===== config.mk =====
export PLATFORM = sky130hd
export DESIGN_NAME = lzssd_cmd_fifo
export DESIGN_NICKNAME = d
export VERILOG_FILES = /design/src/hw/rtl/lzssd_pkg.sv /design/src/hw/rtl/lzssd_cmd_fifo.sv
export SDC_FILE = /design/constraint.sdc
export NUM_CORES = 1
export LEC_CHECK = 0
export ABC_AREA = 1
export BUFFER_PORTS_ARGS = -buffer_cell sky130_fd_sc_hd__buf_2
export CAP_MARGIN = 0
export CORE_MARGIN = 2
export CORE_UTILIZATION = 45
export DETAILED_ROUTE_END_ITERATION = 6
export PLACE_DENSITY = 0.7
export SYNTH_ARGS = -nofsm -noshare
export SYNTH_HDL_FRONTEND = slang
export SYNTH_SLANG_ARGS = --single-unit

===== constraint.sdc =====
create_clock -name clk -period 2.3 [get_ports clk]
set_input_delay 0.23 -clock clk [delete_from_list [all_inputs] [get_ports clk]]
set_output_delay 0.23 -clock clk [all_outputs]
set_load 0.01 [all_outputs]

===== src/hw/rtl/lzssd_pkg.sv =====
// ----------------------------------------------------------------------------
// lzssd_pkg
// Shared constants and types for the lzss stream decompressor.
// ----------------------------------------------------------------------------
package lzssd_pkg;

  localparam int MIN_MATCH  = 3;
  localparam int HIST_DEPTH = 4096;
  localparam int HIST_AW    = $clog2(HIST_DEPTH);
  // slot counter of one back-reference, wide enough for the longest match
  localparam int LEN_W      = $clog2(MIN_MATCH + 16);

  // command kinds from the parser to the copy engine
  localparam logic [1:0] CMD_NONE = 2'd0;
  localparam logic [1:0] CMD_LIT  = 2'd1;
  localparam logic [1:0] CMD_COPY = 2'd2;

  // frame status codes
  localparam logic [1:0] ST_OK       = 2'd0;
  localparam logic [1:0] ST_CORRUPT  = 2'd1;
  localparam logic [1:0] ST_OVERFLOW = 2'd2;

  typedef struct packed {
    logic [1:0]         kind;
    logic [7:0]         lit;
    logic [HIST_AW-1:0] offset;
    logic [3:0]         len_code;
    logic               done;
    logic [1:0]         status;
  } cmd_t;

  typedef struct packed {
    logic [7:0] data;
    logic       byte_valid;
    logic       run_last;
    logic       frame_done;
    logic [1:0] status;
  } res_t;

endpackage


===== src/hw/rtl/lzssd_cmd_fifo.sv =====
// ----------------------------------------------------------------------------
// lzssd_cmd_fifo
// Two-entry command queue between the parser and the copy engine.
// ----------------------------------------------------------------------------
module lzssd_cmd_fifo (
  input  logic            clk,
  input  logic            rst,
  input  logic            push,
  input  lzssd_pkg::cmd_t push_cmd,
  output logic            full,
  input  logic            pop,
  output logic            head_valid,
  output lzssd_pkg::cmd_t head
);

  lzssd_pkg::cmd_t entries [2];
  logic            wptr;
  logic            rptr;
  logic [1:0]      count;

  assign full       = (count == 2'd2);
  assign head_valid = (count != 2'd0);
  assign head       = entries[rptr];

  always_ff @(posedge clk) begin
    if (push) begin
      entries[wptr] <= push_cmd;
    end
  end

  always_ff @(posedge clk) begin
    if (rst) begin
      wptr  <= 1'b0;
      rptr  <= 1'b0;
      count <= '0;
    end else begin
      if (push) begin
        wptr <= !wptr;
      end
      if (pop) begin
        rptr <= !rptr;
      end
      count <= count + 2'(push) - 2'(pop);
    end
  end

  a_no_push_full: assert property (@(posedge clk) disable iff (rst) !(push && full))
    else $error("command pushed into full queue");

endmodule


==> metrics.md <==
| Metric | Value |
|---|---|
| Routed vias/inst | 4.57 |
| Detailed-placement wirelength estimate | approximately 2.7 mm |
| Synth top area cells | edfxtp_1, mux2_2, mux2_4, dfxtp_1, inv_1 |
| Worst setup path category | flop to primary output |
| Setup TNS | 0 ns |
| Grt total ovfl | 0 |
| Mapped Nets | about 160 |
| Asr flop ratio synth | 0% |
| Initial antenna violation count | 0 |
| CTS hold repair buffers | 0 |
| Initial Util | roughly 46% |
| Remaining DRCs | 0 |
| Status | complete, no violations |
| Mapped Cells | between 100 and 150 |
| Area grow syn2layout | 24.2% |
| Crit path time final | about 1.7 ns |
| Ant diodes | 0 |
| Die W | 76.4 um |
| Net count, final | 232 |
| Port bufs | 63 |
| Register bit total from synthesis | 63 |
| Hold WC Path Type | input pin to flop |
| Synth warn | 0 |
| Chip Height | between 70 and 80 um |
| Syn avg cell area | 19.5 um^2 |
| Routed len/inst | between 10 and 15 um |
| Routed WL | ~4.0 mm |
| Most numerous cell in the Yosys netlist | edfxtp_1 |
| Final number of setup-violating endpoints | 0 |
| Final Power | ~2.4 mW |
| Max Cap Viol | 0 |
| Floorplan row count | 26 |
| Fin. Hold Viols | 0 |
| Cell area after layout | between 0.002 and 0.003 mm^2 |
| Setup Skew | between 0.005 and 0.006 ns |
| Share of layout cells above drive strength 1 | 55.0% |
| Overall routing resource usage | between 10 and 15% |
| P per Cell Area | 820 mW/mm^2 |
| Fin. max-slew vios | 0 |
| I/O pin count | 64 |
| Crit path DAT | 1.46 ns |
| Die ar. | between 0.005 and 0.006 mm^2 |
| Synth cell types | 14 |
| TritonCTS clock tree | built |
| Num CTS Buffers | 9 |
| CP required | slightly above 2 ns |
| Vias | 1242 |
| Maximum clock frequency | between 500 and 600 MHz |
| Post-synth EDFFs | 58 |
| First-pass GRT wire length | 6.43 mm |
| Clock latency on the worst-skew pair | 0.33 ns |
| Period utilization | around three quarters |
| RSZ-0062 raised after global routing | no |
| Clock buffer depth | 2 |
| Crit Path Max Fanout | 17 |
| Post-route ant nets | 0 |
| Sequential area share after synthesis | 78.1% |
| Capturing element type of the critical path | primary output |
| CTS Root Cell | clkbuf_8 |
| Main synth FF type | edfxtp_1 |
| Synth top area share | about three quarters |
| Startpoint type of the worst setup path | flop |
| Slew @ Worst Pin | 0.408 ns |
| DRT Pass-1 Iters | 4 |
| DP Area | about 0.0028 mm^2 |
| Slew HR | ~73% |
| Leakage power | between 1 and 1.5 nW |
| Clock sinks | 63 |
| Largest net degree at the start of global routing | 31 |
| Area leader, netlist | edfxtp_1 |
| Post-CTS resize count | 0 |
| Worst IR drop on VDD | ~0.54 mV |
| Iter 0 DRT Violations | 63 |
| Syn Std Cell Area | 0.00236 mm^2 |
| CORE AREA | 0.00507 mm^2 |
| Worst-path clk slew | approximately 0.07 ns |
| Setup Buffers After CTS | 0 |
| Gpl congestion | between 0.7 and 0.8 |
| Vias in the first global route | ~1.3k |
| H-tree depth | 3 |
| Synth cell count leaders | edfxtp_1, mux2_2, mux2_4 |
-- cell families (layout without fill, tap and decap cells) --
kind of cell	Yosys count	in the layout	share of synthesized area (%)
simple gates	14	14	2.34
buf+inv	11	92	2.44
fa+ha+maj	2	2	1.06
compound gates	1	1	0.212
flops	63	63	78.1
mux	29	29	15.4
xor+xnor	1	1	0.372
-- layout make-up --
cell class	count	area [um^2]
clock inverter	6	27.5
sequential	63	1840
clock buffer	10	128
inverter	8	30.0
timing repair buffer	68	353
fill	423	2150
multi-input combinational	47	460
tap	70	87.6
-- placed cells by master (no fill, tap or decap) --
| cell type | Yosys | final |
|---|---|---|
| buf_2 | 1 | 63 |
| edfxtp_1 | 58 | 58 |
| mux2_2 | 19 | 19 |
| mux2_4 | 10 | 10 |
| clkbuf_8 | 0 | 9 |
| inv_1 | 8 | 8 |
| nor2_1 | 7 | 6 |
| nand2_1 | 5 | 5 |
| dfxtp_1 | 5 | 5 |
| buf_4 | 0 | 5 |
| clkinv_2 | 0 | 4 |
| ha_1 | 2 | 2 |
| clkinv_1 | 0 | 2 |
| nor2_2 | 0 | 1 |
| xnor2_1 | 1 | 1 |
| nor3_1 | 1 | 1 |
| a21oi_1 | 1 | 1 |
| nand3_1 | 1 | 1 |
| clkbuf_1 | 0 | 1 |
-- critical path, cell delays in order, from the launching register on --
cell     delay (ns)
dfxtp_1        0.33
buf_4          0.29
mux2_2         0.38
buf_2          0.14
-- per-layer routing --
layer / global-route usage, % / vias up / routed length, um
li1: - / 603 / -
met1: 16.2 / 592 / 1590
met2: 25.8 / 40 / 2150
met3: 4.74 / 7 / 232
met4: 8.73 / 0 / 74
met5: 0 / - / 0
-- sequential cells by signal, indices dropped and copies added (netlist names), named ones only --
register	cells
rptr	1
wptr	1
entries	58
count	2
-- path summary, 6_finish.rpt --
path                    endpoint  slack (ns)         start  cells after the start
setup / recovery        head[28]        0.61          flop                      3
hold / removal    entries[0][15]        0.09  push_cmd[15]                      1
setup reg to reg   entries[1][6]        1.12          wptr                      3
hold reg to reg             rptr        0.51          rptr                      2
-- power by group --
| group | total (mW) | switching [mW] | internal [mW] |
|---|---|---|---|
| clock network | 0.764 | 0.389 | 0.376 |
| registers | 1.34 | 0.0177 | 1.32 |
| logic | 0.296 | 0.151 | 0.145 |
-- per-stage QoR --
step           hold slack, ns  utilization [%]  cells  setup slack [ns]
2_1_floorplan           0.301                -    121             0.331
3_3_place_gp            0.418             54.6    256             0.992
3_5_place_dp            0.424             54.6    256             0.952
4_1_cts                0.0735             57.7    272             0.590
5_1_grt                0.0724             57.7    272             0.535
6_report               0.0900             57.7    272             0.614
Power figures use the tool's default switching activity.
