--- src/hw/rtl/lzssd_pkg.sv ---
// ----------------------------------------------------------------------------
// lzssd_pkg
// Shared constants and types for the lzss stream decompressor.
// ----------------------------------------------------------------------------
package lzssd_pkg;

  localparam int MIN_MATCH  = 3;
  localparam int HIST_DEPTH = 4096;
  localparam int HIST_AW    = $clog2(HIST_DEPTH);
  // slot counter of one back-reference, wide enough for the longest match
  localparam int LEN_W      = $clog2(MIN_MATCH + 16);

  // command kinds from the parser to the copy engine
  localparam logic [1:0] CMD_NONE = 2'd0;
  localparam logic [1:0] CMD_LIT  = 2'd1;
  localparam logic [1:0] CMD_COPY = 2'd2;

  // frame status codes
  localparam logic [1:0] ST_OK       = 2'd0;
  localparam logic [1:0] ST_CORRUPT  = 2'd1;
  localparam logic [1:0] ST_OVERFLOW = 2'd2;

  typedef struct packed {
    logic [1:0]         kind;
    logic [7:0]         lit;
    logic [HIST_AW-1:0] offset;
    logic [3:0]         len_code;
    logic               done;
    logic [1:0]         status;
  } cmd_t;

  typedef struct packed {
    logic [7:0] data;
    logic       byte_valid;
    logic       run_last;
    logic       frame_done;
    logic [1:0] status;
  } res_t;

endpackage

--- src/hw/rtl/lzssd_front.sv ---
// ----------------------------------------------------------------------------
// lzssd_front
// Frame parser: header, flag bytes and tokens, turned into copy commands.
// ----------------------------------------------------------------------------
module lzssd_front (
  input  logic               clk,
  input  logic               rst,
  input  logic               in_valid,
  output logic               in_ready,
  input  logic [7:0]         in_byte,
  input  logic               in_last,
  input  logic               cfg_valid,
  output logic               cfg_ready,
  input  logic [31:0]        cfg_data,
  output logic               cmd_push,
  output lzssd_pkg::cmd_t    cmd,
  input  logic               cmd_full
);

  localparam logic [2:0] PH_HEADER   = 3'd0;
  localparam logic [2:0] PH_FLAG     = 3'd1;
  localparam logic [2:0] PH_DATA     = 3'd2;
  localparam logic [2:0] PH_REF_HI   = 3'd3;
  localparam logic [2:0] PH_DONE     = 3'd4;
  localparam logic [2:0] PH_CORRUPT  = 3'd5;
  localparam logic [2:0] PH_OVERFLOW = 3'd6;

  logic [31:0] capacity;
  logic [2:0]  phase, phase_next;
  logic [1:0]  hidx, hidx_next;
  logic [31:0] total, total_next;
  logic [31:0] produced, produced_next;
  logic [31:0] remaining, remaining_next;
  logic [7:0]  flags, flags_next;
  logic [2:0]  fidx, fidx_next;
  logic [7:0]  off_lo, off_lo_next;

  logic [31:0]                  hdr_size;
  logic [lzssd_pkg::LEN_W-1:0]  ref_len;
  logic [lzssd_pkg::HIST_AW-1:0] ref_off;
  logic                         ref_bad;
  logic                         advance;
  logic                         fin;
  logic                         accept;

  assign in_ready  = !cmd_full;
  assign cfg_ready = 1'b1;
  assign accept    = in_valid && in_ready;
  assign cmd_push  = accept;

  assign hdr_size = (hidx == 2'd0) ? 32'(in_byte)
                                   : (total | (32'(in_byte) << {hidx, 3'b000}));
  assign ref_off  = {in_byte[7:4], off_lo};
  assign ref_len  = lzssd_pkg::LEN_W'(in_byte[3:0]) + lzssd_pkg::LEN_W'(lzssd_pkg::MIN_MATCH);
  assign ref_bad  = (ref_off == '0) || (32'(ref_off) > produced) ||
                    (remaining < 32'(ref_len));

  always_comb begin
    phase_next     = phase;
    hidx_next      = hidx;
    total_next     = total;
    produced_next  = produced;
    remaining_next = remaining;
    flags_next     = flags;
    fidx_next      = fidx;
    off_lo_next    = off_lo;
    advance        = 1'b0;
    fin            = 1'b0;
    cmd            = '0;
    cmd.kind       = lzssd_pkg::CMD_NONE;
    cmd.offset     = ref_off;
    cmd.len_code   = in_byte[3:0];

    unique case (phase)
      PH_HEADER: begin
        total_next = hdr_size;
        if (hidx == 2'd3) begin
          hidx_next      = 2'd0;
          produced_next  = '0;
          remaining_next = hdr_size;
          fidx_next      = 3'd0;
          if (hdr_size > capacity) begin
            phase_next = PH_OVERFLOW;
          end else if (hdr_size == '0) begin
            phase_next = PH_DONE;
          end else begin
            phase_next = PH_FLAG;
          end
        end else begin
          hidx_next = hidx + 2'd1;
        end
      end
      PH_FLAG: begin
        flags_next = in_byte;
        fidx_next  = 3'd0;
        phase_next = PH_DATA;
      end
      PH_DATA: begin
        if (flags[fidx]) begin
          off_lo_next = in_byte;
          phase_next  = PH_REF_HI;
        end else begin
          cmd.kind       = lzssd_pkg::CMD_LIT;
          cmd.lit        = in_byte;
          produced_next  = produced + 32'd1;
          remaining_next = remaining - 32'd1;
          advance        = 1'b1;
          fin            = (remaining == 32'd1);
        end
      end
      PH_REF_HI: begin
        if (ref_bad) begin
          phase_next = PH_CORRUPT;
        end else begin
          cmd.kind       = lzssd_pkg::CMD_COPY;
          produced_next  = produced + 32'(ref_len);
          remaining_next = remaining - 32'(ref_len);
          advance        = 1'b1;
          fin            = (remaining == 32'(ref_len));
        end
      end
      default: ;
    endcase

    if (advance) begin
      if (fin) begin
        phase_next = PH_DONE;
      end else if (fidx == 3'd7) begin
        fidx_next  = 3'd0;
        phase_next = PH_FLAG;
      end else begin
        fidx_next  = fidx + 3'd1;
        phase_next = PH_DATA;
      end
    end

    // frame cut short
    if (in_last && phase_next != PH_DONE && phase_next != PH_CORRUPT &&
        phase_next != PH_OVERFLOW) begin
      phase_next = PH_CORRUPT;
    end

    cmd.done   = (phase_next == PH_DONE);
    cmd.status = (phase_next == PH_CORRUPT)  ? lzssd_pkg::ST_CORRUPT :
                 (phase_next == PH_OVERFLOW) ? lzssd_pkg::ST_OVERFLOW : lzssd_pkg::ST_OK;

    if (in_last) begin
      phase_next = PH_HEADER;
      hidx_next  = 2'd0;
      fidx_next  = 3'd0;
    end
  end

  always_ff @(posedge clk) begin
    if (rst) begin
      capacity  <= '1;
      phase     <= PH_HEADER;
      hidx      <= '0;
      total     <= '0;
      produced  <= '0;
      remaining <= '0;
      flags     <= '0;
      fidx      <= '0;
      off_lo    <= '0;
    end else begin
      if (cfg_valid && cfg_ready) begin
        capacity <= cfg_data;
      end
      if (accept) begin
        phase     <= phase_next;
        hidx      <= hidx_next;
        total     <= total_next;
        produced  <= produced_next;
        remaining <= remaining_next;
        flags     <= flags_next;
        fidx      <= fidx_next;
        off_lo    <= off_lo_next;
      end
    end
  end

endmodule

--- config.mk ---
export PLATFORM = sky130hd
export DESIGN_NAME = lzssd_front
export DESIGN_NICKNAME = d
export VERILOG_FILES = /design/src/hw/rtl/lzssd_pkg.sv /design/src/hw/rtl/lzssd_front.sv
export SDC_FILE = /design/constraint.sdc
export NUM_CORES = 1
export LEC_CHECK = 0
export ABC_AREA = 0
export BUFFER_PORTS_ARGS = -buffer_cell sky130_fd_sc_hd__buf_2
export CORE_ASPECT_RATIO = 1.25
export CORE_MARGIN = 10
export CORE_UTILIZATION = 35
export DETAILED_ROUTE_END_ITERATION = 8
export PLACE_DENSITY_LB_ADDON = 0.08
export SYNTH_ARGS = -nofsm -noshare
export SYNTH_HDL_FRONTEND = slang
export SYNTH_SLANG_ARGS = --single-unit
--- constraint.sdc ---
create_clock -name clk -period 13.6 [get_ports clk]
set_clock_uncertainty 0.05 [all_clocks]
set_input_delay 1.36 -clock clk [delete_from_list [all_inputs] [get_ports clk]]
set_output_delay 1.36 -clock clk [all_outputs]
set_load 0.02 [all_outputs]
==> reports/summary.txt <==
DRT antenna net count: 0
Largest net degree at the start of global routing: 87
Core Area: 26200 um2
Post-synthesis net count: 1346
Crit path kind: reg -> out
Reg2reg path depth: 15
Register area share after synthesis: 32.5%
Post-synth top flop: dfxtp_1
Yosys warnings: 0
Hold WC Path Type: reg -> reg
Commonest cells in the netlist: dfxtp_1, nand2_1, nor2_1
Startpoint type of the worst setup path: register
Fin. Hold Viols: 0
Yosys reg bits: 152
Tot GR Track Use: 18.2%
Vias in the first global route: 8724
CTS tree: yes
Avg Cell Area, Syn: 7.56 um2
Synth Cell Area: 9350 um2
P&R area growth vs syn: 13.1%
Post-synth top area share: 32.5%
Core Rows: 66
Via count: 8895
Relative max-transition margin: 29.8%
Post-route DRC: 0
Outcome: complete, no violations
Critical Path RT: 12.19 ns
Port buffer count: 76
Worst reg2reg path startpoint: hidx[0]
Setup crit end kind: output port
EDFF count, synth: 0
# IOs: 78
Clock transition at the registers of the reported paths: 0.07 ns
Leakage: 0.00428 uW
Final nets: 1375
Hold path start: total[30]
Fillers: 2793
CTS H-tree depth: 4
Final wirelength: 31300 um
Max Slew Vio Count: 0
Cell variety after synth: 59
Register Area: 3040 um2
Root Buffer: clkbuf_16
Die height: 203 um
Initial DRC count: 664
Chip Width: 166 um
Setup_tns: 0 ns
Asr flop ratio synth: 0%
Worst Path Max Fanout: 36
Setup violators final: 0
Cell with the most instances after synthesis: dfxtp_1
Placer Congestion: 0.875
Share of layout cells above drive strength 1: 10.4%
CP Data Arrival Time: 5.00 ns
Ranking of synthesized cells by area: dfxtp_1, ha_1, nand2_1
Setup bufs post-CTS: 0
First-pass GRT wire length: 49800 um
Inserted Diodes: 0
PwrDens: 101 nW/um2
Drt via density: 5.49
First-pass DRT Iterations: 5
Hold Buf Count CTS: 0
Sink Count: 152
Worst Hold End: total[30]
Area of the multi-input gates: 5670 um2
R2R Setup Slk: 8.99 ns
CTS Buffer Depth: 2
Starting density of the core: 35.7%
Dpl cells: 1587
Final Cycle Share: 47.1%
Total CTS buffers: 17
Final cell count without fillers: 1619
Worst-Skew Late Latency: 0.44 ns
Die area: 33700 um2
Post-CTS resize count: 0
Final Critical Period: 6.41 ns
Detailed placement HPWL: 22500 um
FMAX: 156 MHz
Mapped Cells: 1237
Initial antenna violation count: 0
Worst vdd ir: 74.2 uV
Cell taking the most area after synthesis: dfxtp_1
RSZ-0062 raised after global routing: no
Reg2reg end: phase[0]
Worst hold stages: 2
Least-Margin Pin Slew: 1.05 ns
MaxCap Viol Count: 0
WL/cell: 19.3 um
Hold Worst Slack: 0.408 ns
GRT Residual Overflow: 0
state kept, by name, summed over array words and instances (netlist names):
name,flops
fidx,3
total,32
produced,32
remaining,32
capacity,32
hidx,2
phase,3
off_lo,8
flags,8
layer usage:
| layer | track usage (%) | routed length [um] | part of all wire, % |
|---|---|---|---|
| met1 | 22.7 | 14000 | 45 |
| met2 | 29.7 | 14500 | 46 |
| met3 | 3.57 | 1670 | 5.3 |
| met4 | 8.42 | 1180 | 3.8 |
| met5 | 0 | 0 | 0 |
critical path, stage by stage, from the launching register on:
cell,delay [ns]
dfxtp_1,0.77
inv_1,0.10
ha_1,0.28
buf_4,0.26
nand2b_1,0.22
o22ai_1,0.46
ha_1,0.35
nand4_1,0.13
nor3_1,0.06
a211oi_1,0.18
o21ai_0,0.22
or4_1,0.68
a211oi_1,0.29
o221ai_1,0.20
a31oi_1,0.17
buf_2,0.19
worst max-delay path by stage:
| stage | from | end | slack (ns) | cells after the start |
|---|---|---|---|---|
| final | hidx[0] | cmd[0] | 7.19 | 15 |
| after global routing | hidx[0] | cmd[1] | 6.81 | 16 |
| after CTS | hidx[0] | cmd[0] | 7.16 | 15 |
| after detailed placement | in_byte[7] | cmd[0] | 7.42 | 13 |
| after global placement | in_byte[5] | cmd[0] | 7.48 | 13 |
| after floorplan | in_byte[3] | cmd[0] | 8.06 | 12 |
area by class of cell:
type	count	area share, %
Sequential cell	152	28.8
Timing Repair Buffer	90	4.59
Clock buffer	19	4.19
Inverter	86	3.05
Clock inverter	13	1.84
Tap cell	340	4.02
Multi-Input combinational cell	919	53.5
where the power goes:
group          switching, uW  leakage (uW)  internal, uW  total, uW
Combinational           54.8       0.00274          26.2       80.9
Clock                    211      0.000306           315        526
Sequential              3.12       0.00124           453        456
metrics by stage:
stage               worst slack (ns)  util (%)  cell area, um2  total power [uW]
floorplan                       8.06         -            9350               519
global placement                7.48      38.0            9940               547
detailed placement              7.42      38.0            9940               548
CTS                             7.16      40.4           10600              1080
global route                    6.81      40.4           10600              1100
finish                          7.19      40.4           10600              1060
cells by family after synthesis:
kind of cell / Yosys count / share of synthesized area, %
DFF: 152 / 32.5
buffers and inverters: 166 / 7.06
adders and majority gates: 63 / 8.59
and+or+nand+nor: 484 / 24.8
muxes: 22 / 2.62
other: 1 / 0.0401
xor gates and xnor gates: 42 / 3.93
AOI/OAI and AO/OA: 307 / 20.4
layout by cell type, fill, tap and decap left out, types with 5 or more instances in the layout:
cell	n
nor2_1	134
a21oi_1	100
mux2i_1	20
dfxtp_1	151
o211ai_1	48
a31oi_1	26
clkbuf_16	17
xor2_1	14
nand3b_1	10
nor4_1	28
xnor2_1	28
and3_1	19
o22ai_1	10
buf_2	76
inv_1	86
ha_1	61
or4_1	7
nor4b_1	6
buf_4	14
nor2b_1	15
nand4_1	16
nor3b_1	6
a21o_1	6
a22oi_1	5
o21ai_0	52
or3_1	10
nand2_1	145
nand2b_1	9
nand3_1	26
nor3_1	37
a211oi_1	23
a22o_1	7
Note: power is estimated with default switching activity, not from simulation.
